<file path="config.mk">
export PLATFORM = sky130hd
export DESIGN_NAME = edb_acc
export DESIGN_NICKNAME = d
export VERILOG_FILES = /design/src/edb_pkg.sv /design/src/edb_acc.sv
export VERILOG_INCLUDE_DIRS = /design/src /design/src/src
export SDC_FILE = /design/constraint.sdc
export NUM_CORES = 2
export LEC_CHECK = 0
export BUFFER_PORTS_ARGS = -buffer_cell sky130_fd_sc_hd__buf_2
export CAP_MARGIN = 20
export CORE_MARGIN = 3
export CORE_UTILIZATION = 50
export DETAILED_ROUTE_END_ITERATION = 7
export PLACE_DENSITY_LB_ADDON = 0.1
export SKIP_LAST_GASP = 1
export SLEW_MARGIN = 20
export SYNTH_ARGS = -nofsm -noshare
export SYNTH_HDL_FRONTEND = slang
export SYNTH_SLANG_ARGS = --single-unit
</file>
<file path="constraint.sdc">
create_clock -name clk -period 10.98 [get_ports clk]
set_clock_uncertainty 0.2 [all_clocks]
set_input_delay 1.098 -clock clk [delete_from_list [all_inputs] [get_ports clk]]
set_output_delay 1.098 -clock clk [all_outputs]
set_load 0.01 [all_outputs]
</file>
<file path="src/euclidean_distance_bounded_assert.svh">
// ----------------------------------------------------------------------------
// Euclidean distance assertion macros
// Shared property forms for the checks in the distance block.
// ----------------------------------------------------------------------------
`ifndef EUCLIDEAN_DISTANCE_BOUNDED_ASSERT_SVH
`define EUCLIDEAN_DISTANCE_BOUNDED_ASSERT_SVH

// same-cycle implication, disabled while reset is low
`define EDB_ASSERT_IMP(label, clk, rst_n, pre, post) \
  label: assert property (@(posedge clk) disable iff (!rst_n) (pre) |-> (post)) \
    else $error("edb assertion failed");

// next-cycle implication, disabled while reset is low
`define EDB_ASSERT_NXT(label, clk, rst_n, pre, post) \
  label: assert property (@(posedge clk) disable iff (!rst_n) (pre) |=> (post)) \
    else $error("edb assertion failed");

`endif

</file>
<file path="src/edb_pkg.sv">
// ----------------------------------------------------------------------------
// Euclidean distance package
// Shared widths, defaults and the control group that runs down the root chain.
// ----------------------------------------------------------------------------
package edb_pkg;

  localparam int BOUND_W          = 24;
  localparam int DIST_W           = 48;
  localparam int SAMPLE_WIDTH_DEF = 16;
  localparam int SUM_WIDTH_DEF    = 48;

  // control that travels beside the sum through the chain
  typedef struct packed {
    logic valid;
    logic cut_short;
    logic saturated;
  } edb_ctl_t;

  function automatic int edb_max3(input int x, input int y, input int z);
    int m;
    m = (x > y) ? x : y;
    return (m > z) ? m : z;
  endfunction

endpackage

</file>
<file path="src/edb_acc.sv">
// ----------------------------------------------------------------------------
// Euclidean distance accumulator
// Difference, squaring and bounded saturating accumulation of one vector.
// ----------------------------------------------------------------------------
`include "euclidean_distance_bounded_assert.svh"

module edb_acc
  import edb_pkg::*;
#(
  parameter int SAMPLE_WIDTH = SAMPLE_WIDTH_DEF,
  parameter int SUM_WIDTH    = SUM_WIDTH_DEF
) (
  input  logic                    clk,
  input  logic                    rst_n,
  input  logic                    adv,
  input  logic                    take,
  input  logic [SAMPLE_WIDTH-1:0] a_element,
  input  logic [SAMPLE_WIDTH-1:0] b_element,
  input  logic [BOUND_W-1:0]      bound,
  input  logic                    use_bound,
  input  logic                    last,
  output edb_ctl_t                res_ctl,
  output logic [SUM_WIDTH-1:0]    res_sum
);

  localparam int AW = edb_max3(SUM_WIDTH, 2 * SAMPLE_WIDTH, 2 * BOUND_W) + 1;
  localparam logic [AW-1:0] SUM_MAX_W = {{(AW - SUM_WIDTH){1'b0}}, {SUM_WIDTH{1'b1}}};
  localparam logic [SUM_WIDTH-1:0] SUM_MAX = {SUM_WIDTH{1'b1}};

  logic at_first_r;

  // stage 1: magnitude of the difference
  logic                    s1_valid_r, s1_first_r, s1_last_r, s1_use_r;
  logic [SAMPLE_WIDTH-1:0] s1_mag_r;
  logic [BOUND_W-1:0]      s1_bound_r;
  logic [SAMPLE_WIDTH:0]   diff;
  logic [SAMPLE_WIDTH:0]   diff_abs;

  // stage 2: squares
  logic                        s2_valid_r, s2_first_r, s2_last_r, s2_use_r;
  logic [2*SAMPLE_WIDTH-1:0]   s2_sq_r;
  logic [2*BOUND_W-1:0]        s2_bsq_r;

  // accumulator state
  logic [SUM_WIDTH-1:0] sum_r, sum_nxt;
  logic [SUM_WIDTH-1:0] bsq_r, bsq_nxt;
  logic                 active_r, active_nxt;
  logic                 frozen_r, frozen_nxt;
  logic                 clipped_r, clipped_nxt;

  logic [SUM_WIDTH-1:0] base_sum, base_bsq, new_sum;
  logic                 base_active, base_frozen, base_clipped, new_frozen, new_clipped;
  logic [AW-1:0]        wide_sum, bsq_ext;

  edb_ctl_t             res_ctl_r;
  logic [SUM_WIDTH-1:0] res_sum_r;

  assign diff     = {a_element[SAMPLE_WIDTH-1], a_element} - {b_element[SAMPLE_WIDTH-1], b_element};
  assign diff_abs = diff[SAMPLE_WIDTH] ? (~diff + {{SAMPLE_WIDTH{1'b0}}, 1'b1}) : diff;

  always_ff @(posedge clk) begin
    if (!rst_n) begin
      at_first_r <= 1'b1;
    end else if (take) begin
      at_first_r <= last;
    end
  end

  // pipeline valid bits
  always_ff @(posedge clk) begin
    if (!rst_n) begin
      s1_valid_r <= 1'b0;
      s2_valid_r <= 1'b0;
    end else if (adv) begin
      s1_valid_r <= take;
      s2_valid_r <= s1_valid_r;
    end
  end

  always_ff @(posedge clk) begin
    if (adv) begin
      s1_first_r <= at_first_r;
      s1_last_r  <= last;
      s1_use_r   <= use_bound;
      s1_mag_r   <= diff_abs[SAMPLE_WIDTH-1:0];
      s1_bound_r <= bound;
      s2_first_r <= s1_first_r;
      s2_last_r  <= s1_last_r;
      s2_use_r   <= s1_use_r;
      s2_sq_r    <= (2*SAMPLE_WIDTH)'(s1_mag_r) * (2*SAMPLE_WIDTH)'(s1_mag_r);
      s2_bsq_r   <= (2*BOUND_W)'(s1_bound_r) * (2*BOUND_W)'(s1_bound_r);
    end
  end

  always_comb begin
    bsq_ext      = AW'(s2_bsq_r);
    if (bsq_ext > SUM_MAX_W) bsq_ext = SUM_MAX_W;
    // first element of a vector starts from a clean state
    base_sum     = s2_first_r ? '0 : sum_r;
    base_bsq     = s2_first_r ? bsq_ext[SUM_WIDTH-1:0] : bsq_r;
    base_active  = s2_first_r ? s2_use_r : active_r;
    base_frozen  = s2_first_r ? 1'b0 : frozen_r;
    base_clipped = s2_first_r ? 1'b0 : clipped_r;
    wide_sum     = AW'(base_sum) + AW'(s2_sq_r);
    new_sum      = base_sum;
    new_clipped  = base_clipped;
    new_frozen   = base_frozen;
    if (!base_frozen) begin
      if (wide_sum > SUM_MAX_W) begin
        new_sum     = SUM_MAX;
        new_clipped = 1'b1;
      end else begin
        new_sum = wide_sum[SUM_WIDTH-1:0];
      end
      new_frozen = base_active && (new_sum > base_bsq);
    end
    sum_nxt     = sum_r;
    bsq_nxt     = bsq_r;
    active_nxt  = active_r;
    frozen_nxt  = frozen_r;
    clipped_nxt = clipped_r;
    if (adv && s2_valid_r) begin
      if (s2_last_r) begin
        sum_nxt     = '0;
        bsq_nxt     = '0;
        active_nxt  = 1'b0;
        frozen_nxt  = 1'b0;
        clipped_nxt = 1'b0;
      end else begin
        sum_nxt     = new_sum;
        bsq_nxt     = base_bsq;
        active_nxt  = base_active;
        frozen_nxt  = new_frozen;
        clipped_nxt = new_clipped;
      end
    end
  end

  always_ff @(posedge clk) begin
    if (!rst_n) begin
      sum_r     <= '0;
      bsq_r     <= '0;
      active_r  <= 1'b0;
      frozen_r  <= 1'b0;
      clipped_r <= 1'b0;
      res_ctl_r <= '0;
    end else begin
      sum_r     <= sum_nxt;
      bsq_r     <= bsq_nxt;
      active_r  <= active_nxt;
      frozen_r  <= frozen_nxt;
      clipped_r <= clipped_nxt;
      if (adv) begin
        res_ctl_r.valid     <= s2_valid_r && s2_last_r;
        res_ctl_r.cut_short <= new_frozen;
        res_ctl_r.saturated <= new_clipped;
      end
    end
  end

  always_ff @(posedge clk) begin
    if (adv) begin
      res_sum_r <= new_sum;
    end
  end

  assign res_ctl = res_ctl_r;
  assign res_sum = res_sum_r;

  `EDB_ASSERT_IMP(a_frozen_needs_bound, clk, rst_n, frozen_r, active_r)
  `EDB_ASSERT_IMP(a_clipped_at_max, clk, rst_n, clipped_r, sum_r == SUM_MAX)
  `EDB_ASSERT_NXT(a_clear_after_last, clk, rst_n, adv && s2_valid_r && s2_last_r,
    sum_r == '0 && !frozen_r && !clipped_r && !active_r)

endmodule

</file>
After elaboration in Yosys (flattened, before gate mapping)
Cells that the tools add are included.
Storage, ports and cells
  bits in registers: 279
  input port bits: 62
  output and inout bits: 51
  word-level logic and storage cells: 50
Cells by class
  add/subtract/negate cells: 3
  multipliers: 2
  $lt $le $gt $ge: 2
  muxes and demuxes: 17
  bitwise logic cells: 1
  reduce and logical (&&, ||, !) cells: 3
Operators by type and width (number)
  $mux W48: 7
  $add A48 B32 Y49: 1
  $gt A49 B48 Y1 const B: 1
  $gt A48 B48 Y1: 1
  $mul A24 B24 Y48: 1
  $mul A16 B16 Y32: 1
  $sub A16 B16 Y17: 1
  $add A16 B1 Y16 const B: 1
  $mux W16: 1
  $not A16 Y16: 1
  $mux W1: 9
  $logic_and A1 B1 Y1: 3

Longest topological paths before layout
  depth in word-level cells: 9
  gate-level depth with buffers: 34
  mapped depth without buffers: 26

Worst setup path after synthesis
Ideal clock, no wire load.
  path kind: register to register
  start: reg s1_bound_r[8]
  end: reg s2_bsq_r[44] (data pin)
  setup time: 0.259 ns
  arrival: 6.580 ns
  required time: 10.521 ns
  setup slack: 3.941 ns
  cell stages (with the launch flop): 28
  buffers on the path: 2
  cells stage by stage: edfxtp_1 clkbuf_1 clkbuf_1 nand2_1 fa_1 inv_1 ha_1 a21o_1 fa_1 inv_1 fa_1 inv_1 fa_1 inv_1 fa_1 inv_1 fa_1 ha_1 a21o_1 a21o_1 a221oi_1 o31a_1 nand4b_1 nand3_1 a22oi_1 a211o_1 a21oi_1 xnor2_1
On the way
  longest elaborated chain between the ends: 1
Ends and longest elaborated chain
  from (decl): line edb_acc.sv:35  | logic [BOUND_W-1:0] s1_bound_r;
  from (signal assigned): line edb_acc.sv:86  | s1_bound_r <= bound;
  $mul A24 B24 Y48: line edb_acc.sv:91  | s2_bsq_r <= (2*BOUND_W)'(s1_bound_r) * (2*BOUND_W)'(s1_bound_r);
  to (signal assigned): line edb_acc.sv:91
  to (decl): line edb_acc.sv:42  | logic [2*BOUND_W-1:0] s2_bsq_r;
Every way passes these cells.
A chain may end at the register's enable or synchronous reset.

Final worst setup path
  start: reg s1_bound_r[11]
  end: reg s2_bsq_r[47] (data pin)
Same word-level chain as after synthesis.

==> flow_summary.toml <==
[worst_setup_path]
crit_type = "reg -> reg"
reg2reg_depth = 23
required_ns = 11.09
arrival_ns = 8.64
start_kind = "flop"
end_kind = "flop"
cp_max_fo = 23

[global_route]
grt_max_degree = 132
grt_pass1_vias = 28300
antenna_found_initial = 1
grt_pass1_wl_um = 157000
grt_use_total_pct = 24.1
grt_overflow_total = 0

[yosys]
yosysSeqAreaShare_pct = 18.4
synth-main-ff-cell = "edfxtp_1"
synth_top_area_cell = "fa_1"
yosysMostFrequentCell = "inv_1"
synth.area.top_cells = "fa_1 (30%), edfxtp_1 (13%), ha_1 (11%)"
synth_top_cell_area_share_pct = 29.8
syn-mean-instance-area_um2 = 9.45
synth_area_um2 = 39500
syn_nets = 5187
ys_warn_count = 0
synth_cell_type_count = 105
synth_edf_count = 172
ys_ff_latch = 277
async_reset_ff_share_pct = 0
ys_top_cells_by_count = "inv_1 (793), fa_1 (588), ha_1 (356), nand2_1 (336), and2_1 (269)"
synthCells = 4181

[outcome]
status = "completed"

[detailed_routing]
drcViolationCount = 0
drtIter0Drc = 1689
finalWirelength_um = 96500
via_count = 28300
vias_per_cell = 5.40
ant_nets = 0
wire_per_inst_um = 18.4
firstDrtPassIters = 5

[clocking]
numCtsBuffers = 37
cts_hold_buffers = 0
cts_resized = 0
cts_max_level = 2
clk_latency_ns = 0.58
clk_transition_reported_paths_ns = 0.06
clockBufferDepth = 3
clk_root_buffer_cell = "clkbuf_16"
cts_tree = "built"
post_cts_buffers = 0
cts_num_sinks = 277

[min_path]
hold_path.class = "reg -> reg"
hold_depth = 0

[timing]
setup_ws_ns = 2.45
worstMarginPinSlew_ns = 1.12
fin_crit_sh_pct = 77.7
final_max_slew_viol_count = 0
finalHoldViolCount = 0
period_minus_slack_ns = 8.53
maxSlewHeadroom_pct = 25.4
timing.final.setup_violations = 0
rsz0062_at_grt = "no"
clock.fmax_mhz = 117
setup_tns_ns = 0

[finish]
n_fill_cell = 7213
drive_above_1_share_pct = 6.22
fin_util_pct = 53.8
synthToLayoutAreaGrowth_pct = 6.10
n_antenna_cell = 0
final_net_count = 5173

[floorplan]
die_y_um = 287
core_area_um2 = 77800
initial_core_util_pct = 50.7
io-pin-count = 113
die_area_um2 = 82400
rows = 102
die_width_um = 287

[placed_design]
gp_congestion = 0.864
place_ws_ns = 2.56
dp_hpwl_um = 75400
io_buffers = 112

[flow_run]
maxCapViolCount = 0
==> metrics by stage <==
step | hold slack [ns] | area [um^2] | instances
finish | 0.216 | 41900 | 5236
global route | 0.224 | 41900 | 5236
floorplan | 0.200 | 39500 | 4181
global placement | 0.219 | 40700 | 5168
CTS | 0.225 | 41900 | 5236
detailed placement | 0.227 | 40700 | 5168
==> worst paths after layout <==
| check | from | endpoint | slack, ns |
|---|---|---|---|
| worst min-delay path | s1_last_r | s2_last_r | 0.22 |
| worst max-delay path | s1_bound_r[11] | s2_bsq_r[47] | 2.45 |
| worst max register to register | s1_bound_r[11] | s2_bsq_r[47] | 2.45 |
| worst min register to register | s1_last_r | s2_last_r | 0.22 |
==> registers in the layout, summed over array words and instances (netlist names) <==
name	cells
s1_last_r	1
sum_r	48
s1_valid_r	1
s2_bsq_r	47
s2_sq_r	31
s2_use_r	1
frozen_r	1
at_first_r	1
clipped_r	1
s1_first_r	1
active_r	1
s1_mag_r	16
res_ctl	3
bsq_r	48
s1_use_r	1
res_sum	48
s2_first_r	1
s1_bound_r	24
s2_last_r	1
s2_valid_r	1
==> final cells by class <==
class / count / area [um^2] / share of cell area (%)
timing repair buffer: 130 / 729 / 1.74
clock buffer: 43 / 970 / 2.31
multi-input combinational: 2927 / 28400 / 67.8
sequential: 277 / 7270 / 17.3
tap: 1040 / 1300 / 3.10
inverter: 794 / 2980 / 7.11
clock inverter: 25 / 234 / 0.558
==> routing by layer <==
metal  part of all wire, %  GRT usage [%]  vias up
met2                    46           38.4      718
met3                   5.3           2.65      122
li1                      -              -    13500
met4                   2.3           5.78        0
met5                     0              0        -
met1                    47           35.3    14000
==> cells by family after synthesis <==
logic type / after synthesis / share of synthesized area [%]
AO/OA/AOI/OAI: 685 / 11.7
XOR/XNOR: 173 / 3.84
adder cells (fa/ha/maj): 946 / 41.1
buffers and inverters: 977 / 9.65
flip-flops: 277 / 18.4
multiplexers: 65 / 1.69
AND/OR/NAND/NOR: 1058 / 13.6
==> cell usage in the layout, fill, tap and decap left out, types with 21 or more instances in the layout <==
cell | Yosys | routed
nor3_1 | 35 | 35
a22o_1 | 21 | 21
xor2_1 | 56 | 56
and2_1 | 269 | 269
nor2_1 | 184 | 184
o21ai_0 | 148 | 148
a31oi_1 | 56 | 56
fa_1 | 588 | 588
edfxtp_1 | 172 | 172
dfxtp_1 | 105 | 105
o21a_1 | 28 | 28
inv_1 | 793 | 793
clkbuf_16 | 0 | 38
a21o_1 | 58 | 58
buf_2 | 28 | 111
ha_1 | 356 | 356
nand2_1 | 336 | 335
nand2b_1 | 22 | 22
o211ai_1 | 27 | 27
nand3_1 | 39 | 39
mux2i_1 | 54 | 54
xnor2_1 | 117 | 117
a21oi_1 | 151 | 151
nor2b_1 | 53 | 53
and3_1 | 31 | 31
nand4_1 | 21 | 21
==> worst max-delay path, cell delays in order (launching register included) <==
cell	delay, ns
edfxtp_1	1.09
and2_1	0.28
inv_1	0.07
fa_1	0.53
inv_1	0.05
fa_1	0.54
inv_1	0.06
fa_1	0.51
fa_1	0.58
fa_1	0.44
fa_1	0.49
inv_1	0.05
fa_1	0.46
ha_1	0.41
nand4_1	0.32
nor3_1	0.38
nand3_1	0.11
o211ai_1	0.63
o21ai_0	0.34
o21a_1	0.28
a21oi_1	0.17
nand4_1	0.11
nand2_1	0.09
xnor2_1	0.07
Power is not shown: default switching activity piles up to over one toggle a cycle in this logic, so the estimate is an artifact.
