**src/euclidean_distance_bounded_assert.svh**
```systemverilog
// ----------------------------------------------------------------------------
// Euclidean distance assertion macros
// Shared property forms for the checks in the distance block.
// ----------------------------------------------------------------------------
`ifndef EUCLIDEAN_DISTANCE_BOUNDED_ASSERT_SVH
`define EUCLIDEAN_DISTANCE_BOUNDED_ASSERT_SVH

// same-cycle implication, disabled while reset is low
`define EDB_ASSERT_IMP(label, clk, rst_n, pre, post) \
  label: assert property (@(posedge clk) disable iff (!rst_n) (pre) |-> (post)) \
    else $error("edb assertion failed");

// next-cycle implication, disabled while reset is low
`define EDB_ASSERT_NXT(label, clk, rst_n, pre, post) \
  label: assert property (@(posedge clk) disable iff (!rst_n) (pre) |=> (post)) \
    else $error("edb assertion failed");

`endif

```
**src/edb_pkg.sv**
```systemverilog
// ----------------------------------------------------------------------------
// Euclidean distance package
// Shared widths, defaults and the control group that runs down the root chain.
// ----------------------------------------------------------------------------
package edb_pkg;

  localparam int BOUND_W          = 24;
  localparam int DIST_W           = 48;
  localparam int SAMPLE_WIDTH_DEF = 16;
  localparam int SUM_WIDTH_DEF    = 48;

  // control that travels beside the sum through the chain
  typedef struct packed {
    logic valid;
    logic cut_short;
    logic saturated;
  } edb_ctl_t;

  function automatic int edb_max3(input int x, input int y, input int z);
    int m;
    m = (x > y) ? x : y;
    return (m > z) ? m : z;
  endfunction

endpackage

```
**src/edb_root_cell.sv**
```systemverilog
// ----------------------------------------------------------------------------
// Square root cell
// One restoring step of the integer square root, registered toward the next cell.
// ----------------------------------------------------------------------------
module edb_root_cell
  import edb_pkg::*;
#(
  parameter int SUM_WIDTH = SUM_WIDTH_DEF,
  parameter int BIT_POS   = 0
) (
  input  logic                 clk,
  input  logic                 rst_n,
  input  logic                 adv,
  input  edb_ctl_t             ctl_i,
  input  logic [SUM_WIDTH-1:0] rem_i,
  input  logic [SUM_WIDTH-1:0] root_i,
  input  logic [SUM_WIDTH-1:0] raw_i,
  output edb_ctl_t             ctl_o,
  output logic [SUM_WIDTH-1:0] rem_o,
  output logic [SUM_WIDTH-1:0] root_o,
  output logic [SUM_WIDTH-1:0] raw_o
);

  localparam logic [SUM_WIDTH:0] BIT_VAL = {{SUM_WIDTH{1'b0}}, 1'b1} << BIT_POS;

  edb_ctl_t             ctl_r;
  logic [SUM_WIDTH-1:0] rem_r, root_r, raw_r;
  logic [SUM_WIDTH-1:0] rem_nxt, root_nxt;
  logic [SUM_WIDTH:0]   trial;
  logic                 fits;

  always_comb begin
    trial = {1'b0, root_i} + BIT_VAL;
    fits  = {1'b0, rem_i} >= trial;
    if (fits) begin
      rem_nxt  = rem_i - trial[SUM_WIDTH-1:0];
      root_nxt = (root_i >> 1) + BIT_VAL[SUM_WIDTH-1:0];
    end else begin
      rem_nxt  = rem_i;
      root_nxt = root_i >> 1;
    end
  end

  always_ff @(posedge clk) begin
    if (!rst_n) begin
      ctl_r <= '0;
    end else if (adv) begin
      ctl_r <= ctl_i;
    end
  end

  always_ff @(posedge clk) begin
    if (adv) begin
      rem_r  <= rem_nxt;
      root_r <= root_nxt;
      raw_r  <= raw_i;
    end
  end

  assign ctl_o  = ctl_r;
  assign rem_o  = rem_r;
  assign root_o = root_r;
  assign raw_o  = raw_r;

endmodule

```
**config.mk**
```make
export PLATFORM = sky130hd
export DESIGN_NAME = edb_root_cell
export DESIGN_NICKNAME = d
export VERILOG_FILES = /design/src/euclidean_distance_bounded_assert.svh /design/src/edb_pkg.sv /design/src/edb_root_cell.sv
export SDC_FILE = /design/constraint.sdc
export NUM_CORES = 1
export LEC_CHECK = 0
export BUFFER_PORTS_ARGS = -buffer_cell sky130_fd_sc_hd__buf_2
export CORE_MARGIN = 1
export CORE_UTILIZATION = 48
export CTS_CLUSTER_SIZE = 24
export DETAILED_ROUTE_END_ITERATION = 16
export GPL_TIMING_DRIVEN = 0
export HOLD_SLACK_MARGIN = 0.08
export PLACE_DENSITY = 0.86
export SETUP_SLACK_MARGIN = 0.15
export SYNTH_ARGS = -nofsm -noshare
export SYNTH_HDL_FRONTEND = slang
export SYNTH_SLANG_ARGS = --single-unit
```
**constraint.sdc**
```tcl
create_clock -name clk -period 5.9 [get_ports clk]
set_input_delay 1.77 -clock clk [delete_from_list [all_inputs] [get_ports clk]]
set_output_delay 1.77 -clock clk [all_outputs]
set_load 0.005 [all_outputs]
```
Word-level counts from Yosys, hierarchy flattened

Index checks and enable logic that the tools add are counted.

Mux-type cells: 2
Add/sub/neg operators: 3
$lt $le $gt $ge: 1

Operator list:

| operator              | count |
|---|---|
| $add 48x1->49 const B | 1 |
| $ge 48x49->1          | 1 |
| $add 47x1->48 const B | 1 |
| $mux 48               | 1 |
| $sub 48x48->48        | 1 |
| $mux 47               | 1 |

Input port bits: 150
Bits in registers: 147
Output and inout port bits: 147

Longest topological paths before layout

Gate-level depths: netlist of the first run.

Depth in word-level cells: 3
Depth in mapped cells: 24

Worst setup path before layout of the first run

Ideal clock, no wire load.

Path kind: input-to-reg
Start: input port root_i[1]
End: register root_r[34] (netlist: root_o[34]), data pin
Cell stages on the path: 23
Setup slack: -0.388 ns
Required time: 5.642 ns
Path buffers: 4
Arrival: 6.030 ns
Library setup time: 0.258 ns
Path through: ha_1 -> nand3_1 -> nor4_2 -> and2b_1 -> buf_4 -> nand3_4 -> or2_2 -> clkbuf_1 -> nor3_2 -> nand2_1 -> nor2_1 -> xnor2_1 -> ha_1 -> clkbuf_1 -> nand2_1 -> or3_1 -> nor2_1 -> a31oi_1 -> o211ai_1 -> o22ai_2 -> buf_6 -> or3_4 -> xnor2_2

Word-level cells in the longest chain between the ends: 3
Elaborated cells on any way between the ends: 4
Classes of those cells: add/sub (2); order compare (1); mux (1)

RTL lines:

| item                 | RTL line            | text |
|---|---|---|
| from (decl)          | edb_root_cell.sv:16 | `input logic [SUM_WIDTH-1:0] root_i,` |
| $add 48x1->49        | edb_root_cell.sv:33 | `trial = {1'b0, root_i} + BIT_VAL;` |
| $ge 48x49->1         | edb_root_cell.sv:34 | `fits = {1'b0, rem_i} >= trial;` |
| $mux 47 (*)          | edb_root_cell.sv:35 | `if (fits) begin` |
| net root_nxt[34]     | edb_root_cell.sv:28 | `logic [SUM_WIDTH-1:0] rem_nxt, root_nxt;` |
| to (signal assigned) | edb_root_cell.sv:55 | `root_r <= root_nxt;` |
| to (decl)            | edb_root_cell.sv:27 | `logic [SUM_WIDTH-1:0] rem_r, root_r, raw_r;` |

Mark *: on every way through the listed nets, which the timed path passes. The rest lies on a longest branch.
A chain may end at the register's enable or synchronous reset.

Worst setup path in the final report of the first run

Start: input port root_i[20]
End: register root_r[7] (netlist: root_o[7]), data pin

Word-level cells in the longest chain between the ends: 3

RTL lines:

| item            | RTL line |
|---|---|
| $add 48x1->49   | edb_root_cell.sv:33 |
| $ge 48x49->1    | edb_root_cell.sv:34 |
| $mux 47         | edb_root_cell.sv:35 |
| net root_nxt[7] | edb_root_cell.sv:28 |

The timed path passes the listed nets, and every way through them passes these cells.

==> impl_table.tex, run 1 <==
\begin{tabular}{lr}
\hline
Metric & Value \\
\hline
\multicolumn{2}{l}{\textbf{Placed design}} \\
\quad Setup slack after placement & -1150 ps \\
\quad Placer Congestion & around 0.96 \\
\quad Final HPWL from detailed placement & about 25 mm \\
\quad IO Port Bufs & a little under 300 \\
\quad Placed cell area & about 12,000 µm² \\
\quad Placed instance count & between 1,500 and 2,000 \\
\multicolumn{2}{l}{\textbf{Critical path}} \\
\quad Crit Path Category & in2reg \\
\quad Required time of the critical path & between 6000 and 7000 ps \\
\quad Biggest fanout along the worst timing path & 6 \\
\quad Arr. time, crit path & 6410 ps \\
\quad Crit path capture type & register \\
\quad Kind of start point of the critical path & primary input \\
\multicolumn{2}{l}{\textbf{CTS}} \\
\quad Clock edge transition at the registers on the reported setup and hold paths & about 70 ps \\
\quad Worst skew pair latency & approximately 430 ps \\
\quad Number of buffers on the longest clock path & 2 \\
\quad CTS H-tree depth & 4 \\
\quad Clock tree from TritonCTS & built \\
\quad Root Driver & sky130\_fd\_sc\_hd\_\_clkbuf\_16 \\
\quad TritonCTS Buffers & 17 \\
\quad CTS sink cnt & 147 \\
\multicolumn{2}{l}{\textbf{Yosys}} \\
\quad Share of flip-flops with an asynchronous set or reset & 0 \\
\quad Cell count after synthesis & around 980 \\
\quad Simple-gate area share of the yosys netlist & 0.182 \\
\quad Area of the mapped netlist & 9710 µm² \\
\quad Combinational family with the most area after synthesis & simple AND/OR/NAND/NOR gates \\
\quad Sequential share of the synthesized area & 0.451 \\
\quad EDFF count, synth & 144 \\
\quad Warning count from the yosys run & 0 \\
\quad Mean cell area of the mapped netlist & about 10 µm² \\
\quad Post-synth top flop & sky130\_fd\_sc\_hd\_\_edfxtp\_1 \\
\quad Synthesized-area fraction occupied by adder cells & 0.0665 \\
\quad Syn nets & 1,176 \\
\quad Area fraction in compound gates after synthesis & 0.141 \\
\quad Fraction of synthesized area in multiplexers & 0.00760 \\
\quad Xor/xnor share of the synthesized area & 0.121 \\
\quad Number of synthesized register bits & 147 \\
\quad Yosys cell types & 68 \\
\multicolumn{2}{l}{\textbf{Die}} \\
\quad Starting Density & 0.494 \\
\quad Floorplan die height & 144 µm \\
\quad Row cnt & slightly above 50 \\
\quad Width of the chip & about 140 µm \\
\quad Core ar. & roughly 20,000 µm² \\
\quad Number of placed I/O pins & 297 \\
\quad Die outline area & between 20,000 and 25,000 µm² \\
\multicolumn{2}{l}{\textbf{Global routing}} \\
\quad Sum of overflow across all layers after global routing & 0 \\
\quad Met3 Usage GRT & 0.0702 \\
\quad Largest net degree at the start of global routing & 80 \\
\quad Met2 usage & 0.551 \\
\quad Global-route met1 utilization & 0.393 \\
\quad Global-route wire length before repair & approximately 50 mm \\
\quad Busiest grt layer & met2 \\
\quad GRT Total Usage & 0.328 \\
\quad Number of global-route vias before repair & roughly 8,900 \\
\quad Antenna violations before repair & 2 \\
\multicolumn{2}{l}{\textbf{Cells and area}} \\
\quad Post-synthesis to final-layout area growth & 48.5\% \\
\quad Non-filler instance count after layout & $\sim$1,600 \\
\quad Net count of the finished layout & between 1,500 and 2,000 \\
\quad Most used cells in the layout excluding fill and tap cells & 285 x sky130\_fd\_sc\_hd\_\_buf\_2, 144 x sky130\_fd\_sc\_hd\_\_edfxtp\_1, 70 x sky130\_fd\_sc\_hd\_\_nand2\_1, 61 x sky130\_fd\_sc\_hd\_\_xnor2\_1, 53 x sky130\_fd\_sc\_hd\_\_xor2\_1 \\
\quad Leading cell type in the layout, fill and taps excluded & sky130\_fd\_sc\_hd\_\_buf\_2 \\
\quad Share of final-layout standard cells stronger than drive strength 1 & 0.453 \\
\quad Post-layout instance area & approximately 14,000 µm² \\
\multicolumn{2}{l}{\textbf{Drt}} \\
\quad Via/cell ratio & roughly 6.2 \\
\quad Total Wirelength & approximately 38 mm \\
\quad DRT Pass-1 Iters & 6 \\
\quad Number of antenna-violating nets in the routed design & 0 \\
\quad Average wire per cell in the routed design & approximately 23 µm \\
\quad Routed vias & 10,138 \\
\quad Drc violations & 0 \\
\quad DRT iter0 DRCs & approximately 1,300 \\
\multicolumn{2}{l}{\textbf{Pwr}} \\
\quad Max VDD drop & around 0.00021 V \\
\quad P per Cell Area & roughly 240 nW/µm² \\
\quad Total design power & $\sim$0.0035 W \\
\quad Leakage dissipation & approximately 6 nW \\
\multicolumn{2}{l}{\textbf{Run status}} \\
\quad Violated checks & negative setup slack \\
\quad Run status & finished, violations left \\
\multicolumn{2}{l}{\textbf{Timing}} \\
\quad Fraction of the cycle the final worst path needs & 1.06 \\
\quad Worst setup margin & -333 ps \\
\quad Count of endpoints failing setup in the final report & 96 \\
\quad RSZ-0062 raised after global routing & true \\
\quad Maximum clock frequency & approximately 0.16 GHz \\
\quad Hold Violations, Final & 0 \\
\quad Final max-slew violation count & 0 \\
\quad Minimum clock period & just over 6000 ps \\
\quad Actual transition at the worst max-transition pin & around 1100 ps \\
\quad Worst slew margin relative to its limit & 0.292 \\
\quad Post-Route Skew & 0 ps \\
\quad Worst slack on hold paths & between 500 and 600 ps \\
\multicolumn{2}{l}{\textbf{Flow run}} \\
\quad \# Max-Cap Violations & 0 \\
\multicolumn{2}{l}{\textbf{Worst hold path}} \\
\quad Worst Hold Class & reg2reg \\
\hline
\end{tabular}
-- final timing paths --
kind	depth (start not counted)	slack, ps	start	end
min	2	550	ctl_o[2]$_SDFFE_PN0P_	ctl_o[2]$_SDFFE_PN0P_
max	23	-330	root_i[20]	root_o[7]$_DFFE_PP_
min reg2reg	2	550	ctl_o[2]$_SDFFE_PN0P_	ctl_o[2]$_SDFFE_PN0P_
max reg2reg	2	5270	ctl_o[2]$_SDFFE_PN0P_	ctl_o[2]$_SDFFE_PN0P_
-- cell type report --
class                           instances  area (µm²)
Multi-Input combinational cell        761        6210
Clock inverter                         14         138
Tap cell                              265         332
Inverter                               22        82.6
Antenna cell                            2        5.00
Clock buffer                           18         429
Fill cell                            1278        5240
Buffer                                 44         435
Timing Repair Buffer                  357        2400
Sequential cell                       147        4380
-- flip-flops by register name (all words and copies together), names as in the netlist --
name	flops
raw_o	48
rem_o	48
root_o	48
ctl_o	3
-- synthesized netlist by cell type, types with 4 or more instances --
master	count	area [µm²]
sky130_fd_sc_hd__nand2_1	129	484
sky130_fd_sc_hd__o21bai_1	10	75.1
sky130_fd_sc_hd__nand4_1	37	231
sky130_fd_sc_hd__o31ai_1	6	45.0
sky130_fd_sc_hd__a21oi_1	54	270
sky130_fd_sc_hd__o211ai_1	5	37.5
sky130_fd_sc_hd__xor2_1	58	508
sky130_fd_sc_hd__buf_2	8	40.0
sky130_fd_sc_hd__nor4_1	9	56.3
sky130_fd_sc_hd__nor2b_1	7	43.8
sky130_fd_sc_hd__nor3_1	25	125
sky130_fd_sc_hd__mux2i_1	4	40.0
sky130_fd_sc_hd__nand3_1	34	170
sky130_fd_sc_hd__and2_1	8	50.1
sky130_fd_sc_hd__ha_1	50	626
sky130_fd_sc_hd__a21o_1	22	165
sky130_fd_sc_hd__o21a_1	5	37.5
sky130_fd_sc_hd__edfxtp_1	144	4320
sky130_fd_sc_hd__clkbuf_1	27	101
sky130_fd_sc_hd__inv_1	22	82.6
sky130_fd_sc_hd__a211oi_1	5	37.5
sky130_fd_sc_hd__xnor2_1	74	648
sky130_fd_sc_hd__or3_1	5	31.3
sky130_fd_sc_hd__and3_1	15	93.8
sky130_fd_sc_hd__o21ai_0	76	380
sky130_fd_sc_hd__nor2_1	51	191
sky130_fd_sc_hd__a31oi_1	8	50.1
sky130_fd_sc_hd__buf_4	8	60.1
sky130_fd_sc_hd__nor4_2	7	87.6
-- stage by stage --
step	utilization	setup TNS (ps)
2_1_floorplan	-	0
6_report	0.734	-21150
4_1_cts	0.696	-47.8
3_3_place_gp	0.591	-95540
3_5_place_dp	0.592	-97840
5_1_grt	0.734	-26030
-- cell families after synthesis --
family | count (synthesis)
AO/OA/AOI/OAI | 219
adder cells (fa/ha/maj) | 51
XOR/XNOR | 133
multiplexers | 7
AND/OR/NAND/NOR | 351
flip-flops | 147
buffers and inverters | 67
-- critical path, cell delays in order --
cell and delay, ps:
sky130_fd_sc_hd__clkbuf_1 310, sky130_fd_sc_hd__nand4_1 500, sky130_fd_sc_hd__or2_4 420, sky130_fd_sc_hd__buf_8 140, sky130_fd_sc_hd__nor3_4 310, sky130_fd_sc_hd__nand4_1 260, sky130_fd_sc_hd__buf_6 210, sky130_fd_sc_hd__nor2_4 90
sky130_fd_sc_hd__xnor2_2 90, sky130_fd_sc_hd__ha_1 260, sky130_fd_sc_hd__a21oi_2 340, sky130_fd_sc_hd__o21ai_2 140, sky130_fd_sc_hd__a21oi_2 160, sky130_fd_sc_hd__nor2b_1 60, sky130_fd_sc_hd__o21ai_1 150, sky130_fd_sc_hd__o211ai_1 110
sky130_fd_sc_hd__buf_4 160, sky130_fd_sc_hd__o22ai_4 210, sky130_fd_sc_hd__buf_6 180, sky130_fd_sc_hd__buf_12 120, sky130_fd_sc_hd__buf_16 140, sky130_fd_sc_hd__nor3_2 70, sky130_fd_sc_hd__xor2_1 190
-- power breakdown --
group | switching (W) | internal (W)
logic | 0.000610 | 0.000487
clock network | 0.000498 | 0.000560
registers | 0.0000297 | 0.00127
total | 0.00114 | 0.00232
-- repair_timing --
action	in CTS	in global routing
setup buffers	39	13
setup endpoints to repair	96	96
endpoints found under the hold margin	0	0
pin swaps	79	65
cloned	12	2
hold buffers	0	0
gates resized for setup	235	147
-- per-layer routing --
layer / routed length, µm / share of wire / vias to the layer above
met3: 4130 / 0.11 / 218
met5: 0 / 0 / -
met4: 2640 / 0.069 / 0
li1: - / - / 4364
met1: 13600 / 0.36 / 4740
met2: 17900 / 0.47 / 816
Power figures use the tool's default switching activity.
==> inputs of run 2 (changes only) <==
CORE_UTILIZATION = 45   (was 48)
GPL_TIMING_DRIVEN = not set   (was 0)
PLACE_DENSITY = 0.77   (was 0.86)
==> impl_table.tex, run 2 (same netlist as run 1, synthesis figures left out) <==
\begin{tabular}{lr}
\hline
Metric & Value \\
\hline
\multicolumn{2}{l}{\textbf{Critical path}} \\
\quad Biggest fanout along the worst timing path & 7 (+1) \\
\quad Arr. time, crit path & 5730 ps (-680 ps) \\
\quad Setup slack of the worst register-to-register path & 5270 ps (about the same) \\
\quad Crit path capture type & register \\
\quad Crit Path Category & in2reg \\
\quad Kind of start point of the critical path & primary input \\
\quad Required time of the critical path & 6060 ps (about the same) \\
\multicolumn{2}{l}{\textbf{Die}} \\
\quad Core ar. & 21,100 µm² (+7.3\%) \\
\quad Row cnt & 53 (+3.9\%) \\
\quad Starting Density & 0.461 (-0.0336) \\
\quad Width of the chip & 149 µm (+3.2\%) \\
\quad Die outline area & 22,200 µm² (+6.6\%) \\
\quad Floorplan die height & 149 µm (+3.2\%) \\
\quad Number of placed I/O pins & 297 (unchanged) \\
\multicolumn{2}{l}{\textbf{CTS}} \\
\quad Clock edge transition at the registers on the reported setup and hold paths & 70 ps (about the same) \\
\quad Cts-stage hold buffer count & 0 (unchanged) \\
\quad Worst skew pair latency & 420 ps (about the same) \\
\quad CTS sink cnt & 147 (unchanged) \\
\quad Clock tree from TritonCTS & built \\
\quad TritonCTS Buffers & 17 (unchanged) \\
\quad Root Driver & sky130\_fd\_sc\_hd\_\_clkbuf\_16 \\
\quad CTS H-tree depth & 4 (unchanged) \\
\quad Number of buffers on the longest clock path & 2 (unchanged) \\
\multicolumn{2}{l}{\textbf{Drt}} \\
\quad Routed vias & 9,398 (-7.3\%) \\
\quad Total Wirelength & 32.3 mm (-15\%) \\
\quad Average wire per cell in the routed design & 19.3 µm (-18\%) \\
\quad DRT Pass-1 Iters & 5 (-1) \\
\quad Via/cell ratio & 5.60 (-9.9\%) \\
\quad Number of antenna-violating nets in the routed design & 0 (unchanged) \\
\quad Drc violations & 0 (unchanged) \\
\quad DRT iter0 DRCs & 1,000 (-21\%) \\
\multicolumn{2}{l}{\textbf{Cells and area}} \\
\quad Number of filler instances in the final layout & 1,773 (+39\%) \\
\quad Share of final-layout standard cells stronger than drive strength 1 & 0.367 (-0.0860) \\
\quad Utilization of the core after routing & 0.625 (-0.109) \\
\quad Area of all sequential standard cells & 4380 µm² (unchanged) \\
\quad Leading cell type in the layout, fill and taps excluded & sky130\_fd\_sc\_hd\_\_buf\_2 \\
\quad Post-synthesis to final-layout area growth & 35.7\% \\
\quad Most used cells in the layout excluding fill and tap cells & 294 x sky130\_fd\_sc\_hd\_\_buf\_2, 144 x sky130\_fd\_sc\_hd\_\_edfxtp\_1, 136 x sky130\_fd\_sc\_hd\_\_buf\_4, 127 x sky130\_fd\_sc\_hd\_\_nand2\_1, 76 x sky130\_fd\_sc\_hd\_\_o21ai\_0 \\
\quad Post-layout instance area & 13,200 µm² (-8.6\%) \\
\quad Area occupied by multi-input gates & 5160 µm² (-17\%) \\
\quad Net count of the finished layout & 1,587 (+2.3\%) \\
\multicolumn{2}{l}{\textbf{Placed design}} \\
\quad IO Port Bufs & 296 (+2.1\%) \\
\quad Placer Congestion & 0.968 (+0.80\%) \\
\quad Placed cell area & 12,500 µm² (+7.3\%) \\
\quad Final HPWL from detailed placement & 25.8 mm (+3.9\%) \\
\multicolumn{2}{l}{\textbf{Global routing}} \\
\quad Sum of overflow across all layers after global routing & 0 (unchanged) \\
\quad Global-route wire length before repair & 48.0 mm (-4.2\%) \\
\quad Number of global-route vias before repair & 8,917 (+0.18\%) \\
\quad Largest net degree at the start of global routing & 121 (+51\%) \\
\quad Antenna violations before repair & 2 (unchanged) \\
\quad GRT Total Usage & 0.288 (-0.0405) \\
\multicolumn{2}{l}{\textbf{Timing}} \\
\quad Hold Violations, Final & 0 (unchanged) \\
\quad RSZ-0062 raised after global routing & false \\
\quad Post-Route Skew & 0 ps (unchanged) \\
\quad Worst slack on hold paths & 518 ps (-34.8 ps) \\
\quad Worst slew margin relative to its limit & 0.258 (-0.0347) \\
\quad Maximum clock frequency & 0.179 GHz (+12\%) \\
\quad Fraction of the cycle the final worst path needs & 0.945 (-0.111) \\
\quad Final max-slew violation count & 0 (unchanged) \\
\quad Count of endpoints failing setup in the final report & 0 (-100\%) \\
\quad Minimum clock period & 5580 ps (-655 ps) \\
\quad Actual transition at the worst max-transition pin & 1110 ps (+52.0 ps) \\
\multicolumn{2}{l}{\textbf{Pwr}} \\
\quad P per Cell Area & 246 nW/µm² (+2.6\%) \\
\quad Max VDD drop & 0.000174 V (-17\%) \\
\quad Leakage dissipation & 5.56 nW (-7.0\%) \\
\multicolumn{2}{l}{\textbf{Worst hold path}} \\
\quad Worst Hold Class & reg2reg \\
\multicolumn{2}{l}{\textbf{Run status}} \\
\quad Run status & finished clean \\
\multicolumn{2}{l}{\textbf{Flow run}} \\
\quad \# Max-Cap Violations & 0 (unchanged) \\
\hline
\end{tabular}
## run 2: cell types whose count changed in the layout (fill, tap and decap cells not counted), sizes merged
cell and change:
bufinv +1, buf +66, clkbuf -31, inv -3, clkinv +3, diode +1
## run 2: timing repair
| item | 4_1_cts | 5_1_grt |
|---|---|---|
| setup endpoints to repair | 0 | 63 |
| gates resized for setup | 0 | 15 |
| setup buffers | 0 | 2 |
## run 2: final timing paths
| check | startpoint | endpoint | cells after the start |
|---|---|---|---|
| setup / recovery | root_i[4] | root_o[41]$_DFFE_PP_ | 19 |
| setup reg to reg | ctl_o[2]$_SDFFE_PN0P_ | ctl_o[2]$_SDFFE_PN0P_ | 2 |
| hold / removal | ctl_o[0]$_SDFFE_PN0P_ | ctl_o[0]$_SDFFE_PN0P_ | 2 |
| hold reg to reg | ctl_o[0]$_SDFFE_PN0P_ | ctl_o[0]$_SDFFE_PN0P_ | 2 |
## run 2: power by group
group / switching, W / total (W) / internal, W / leakage, nW
logic: 0.000462 / 0.000828 / 0.000367 / 3.84
clock network: 0.000505 / 0.00111 / 0.000604 / 0.286
registers: 0.0000305 / 0.00131 / 0.00127 / 1.43
## run 2: layout make-up
class | count | area share
diodes | 3 | 0.000570
multi-input cells | 761 | 0.392
clock buffers | 17 | 0.0323
inverters | 22 | 0.00627
flip-flops and latches | 147 | 0.333
clock inverters | 15 | 0.0131
repair buffers | 437 | 0.197
well taps | 275 | 0.0261
## run 2: layer usage
metal / part of all wire / vias up / global-route usage
li1: - / 4427 / -
met1: 0.42 / 4347 / 0.387
met2: 0.46 / 547 / 0.464
met3: 0.086 / 77 / 0.0422
met4: 0.034 / 0 / 0.118
met5: 0 / - / 0
## run 2: per-stage QoR
step                TNS, ps  total power (W)  cells  setup slack [ps]
finish                    0          0.00324   1677               322
global route              0          0.00338   1676               144
CTS                       0          0.00325   1672               235
detailed placement    -6890          0.00213   1640              -225
global placement      -1530          0.00212   1640             -74.4
floorplan                 0          0.00174    975               126
## run 2: worst max-delay path, cell delays in order
cell                        delay, ps
sky130_fd_sc_hd__buf_2            130
sky130_fd_sc_hd__nand4_1          160
sky130_fd_sc_hd__or2_2            380
sky130_fd_sc_hd__nor3_4           150
sky130_fd_sc_hd__nand3_1          190
sky130_fd_sc_hd__nor2_2           260
sky130_fd_sc_hd__xnor2_1          170
sky130_fd_sc_hd__ha_1             320
sky130_fd_sc_hd__nand4_1          140
sky130_fd_sc_hd__nor3_2           200
sky130_fd_sc_hd__nand2_1           70
sky130_fd_sc_hd__and4b_1          230
sky130_fd_sc_hd__o22a_4           250
sky130_fd_sc_hd__a2111oi_4        390
sky130_fd_sc_hd__o22ai_4          150
sky130_fd_sc_hd__buf_12           160
sky130_fd_sc_hd__buf_4            150
sky130_fd_sc_hd__nor4_2           340
sky130_fd_sc_hd__xor2_1           110
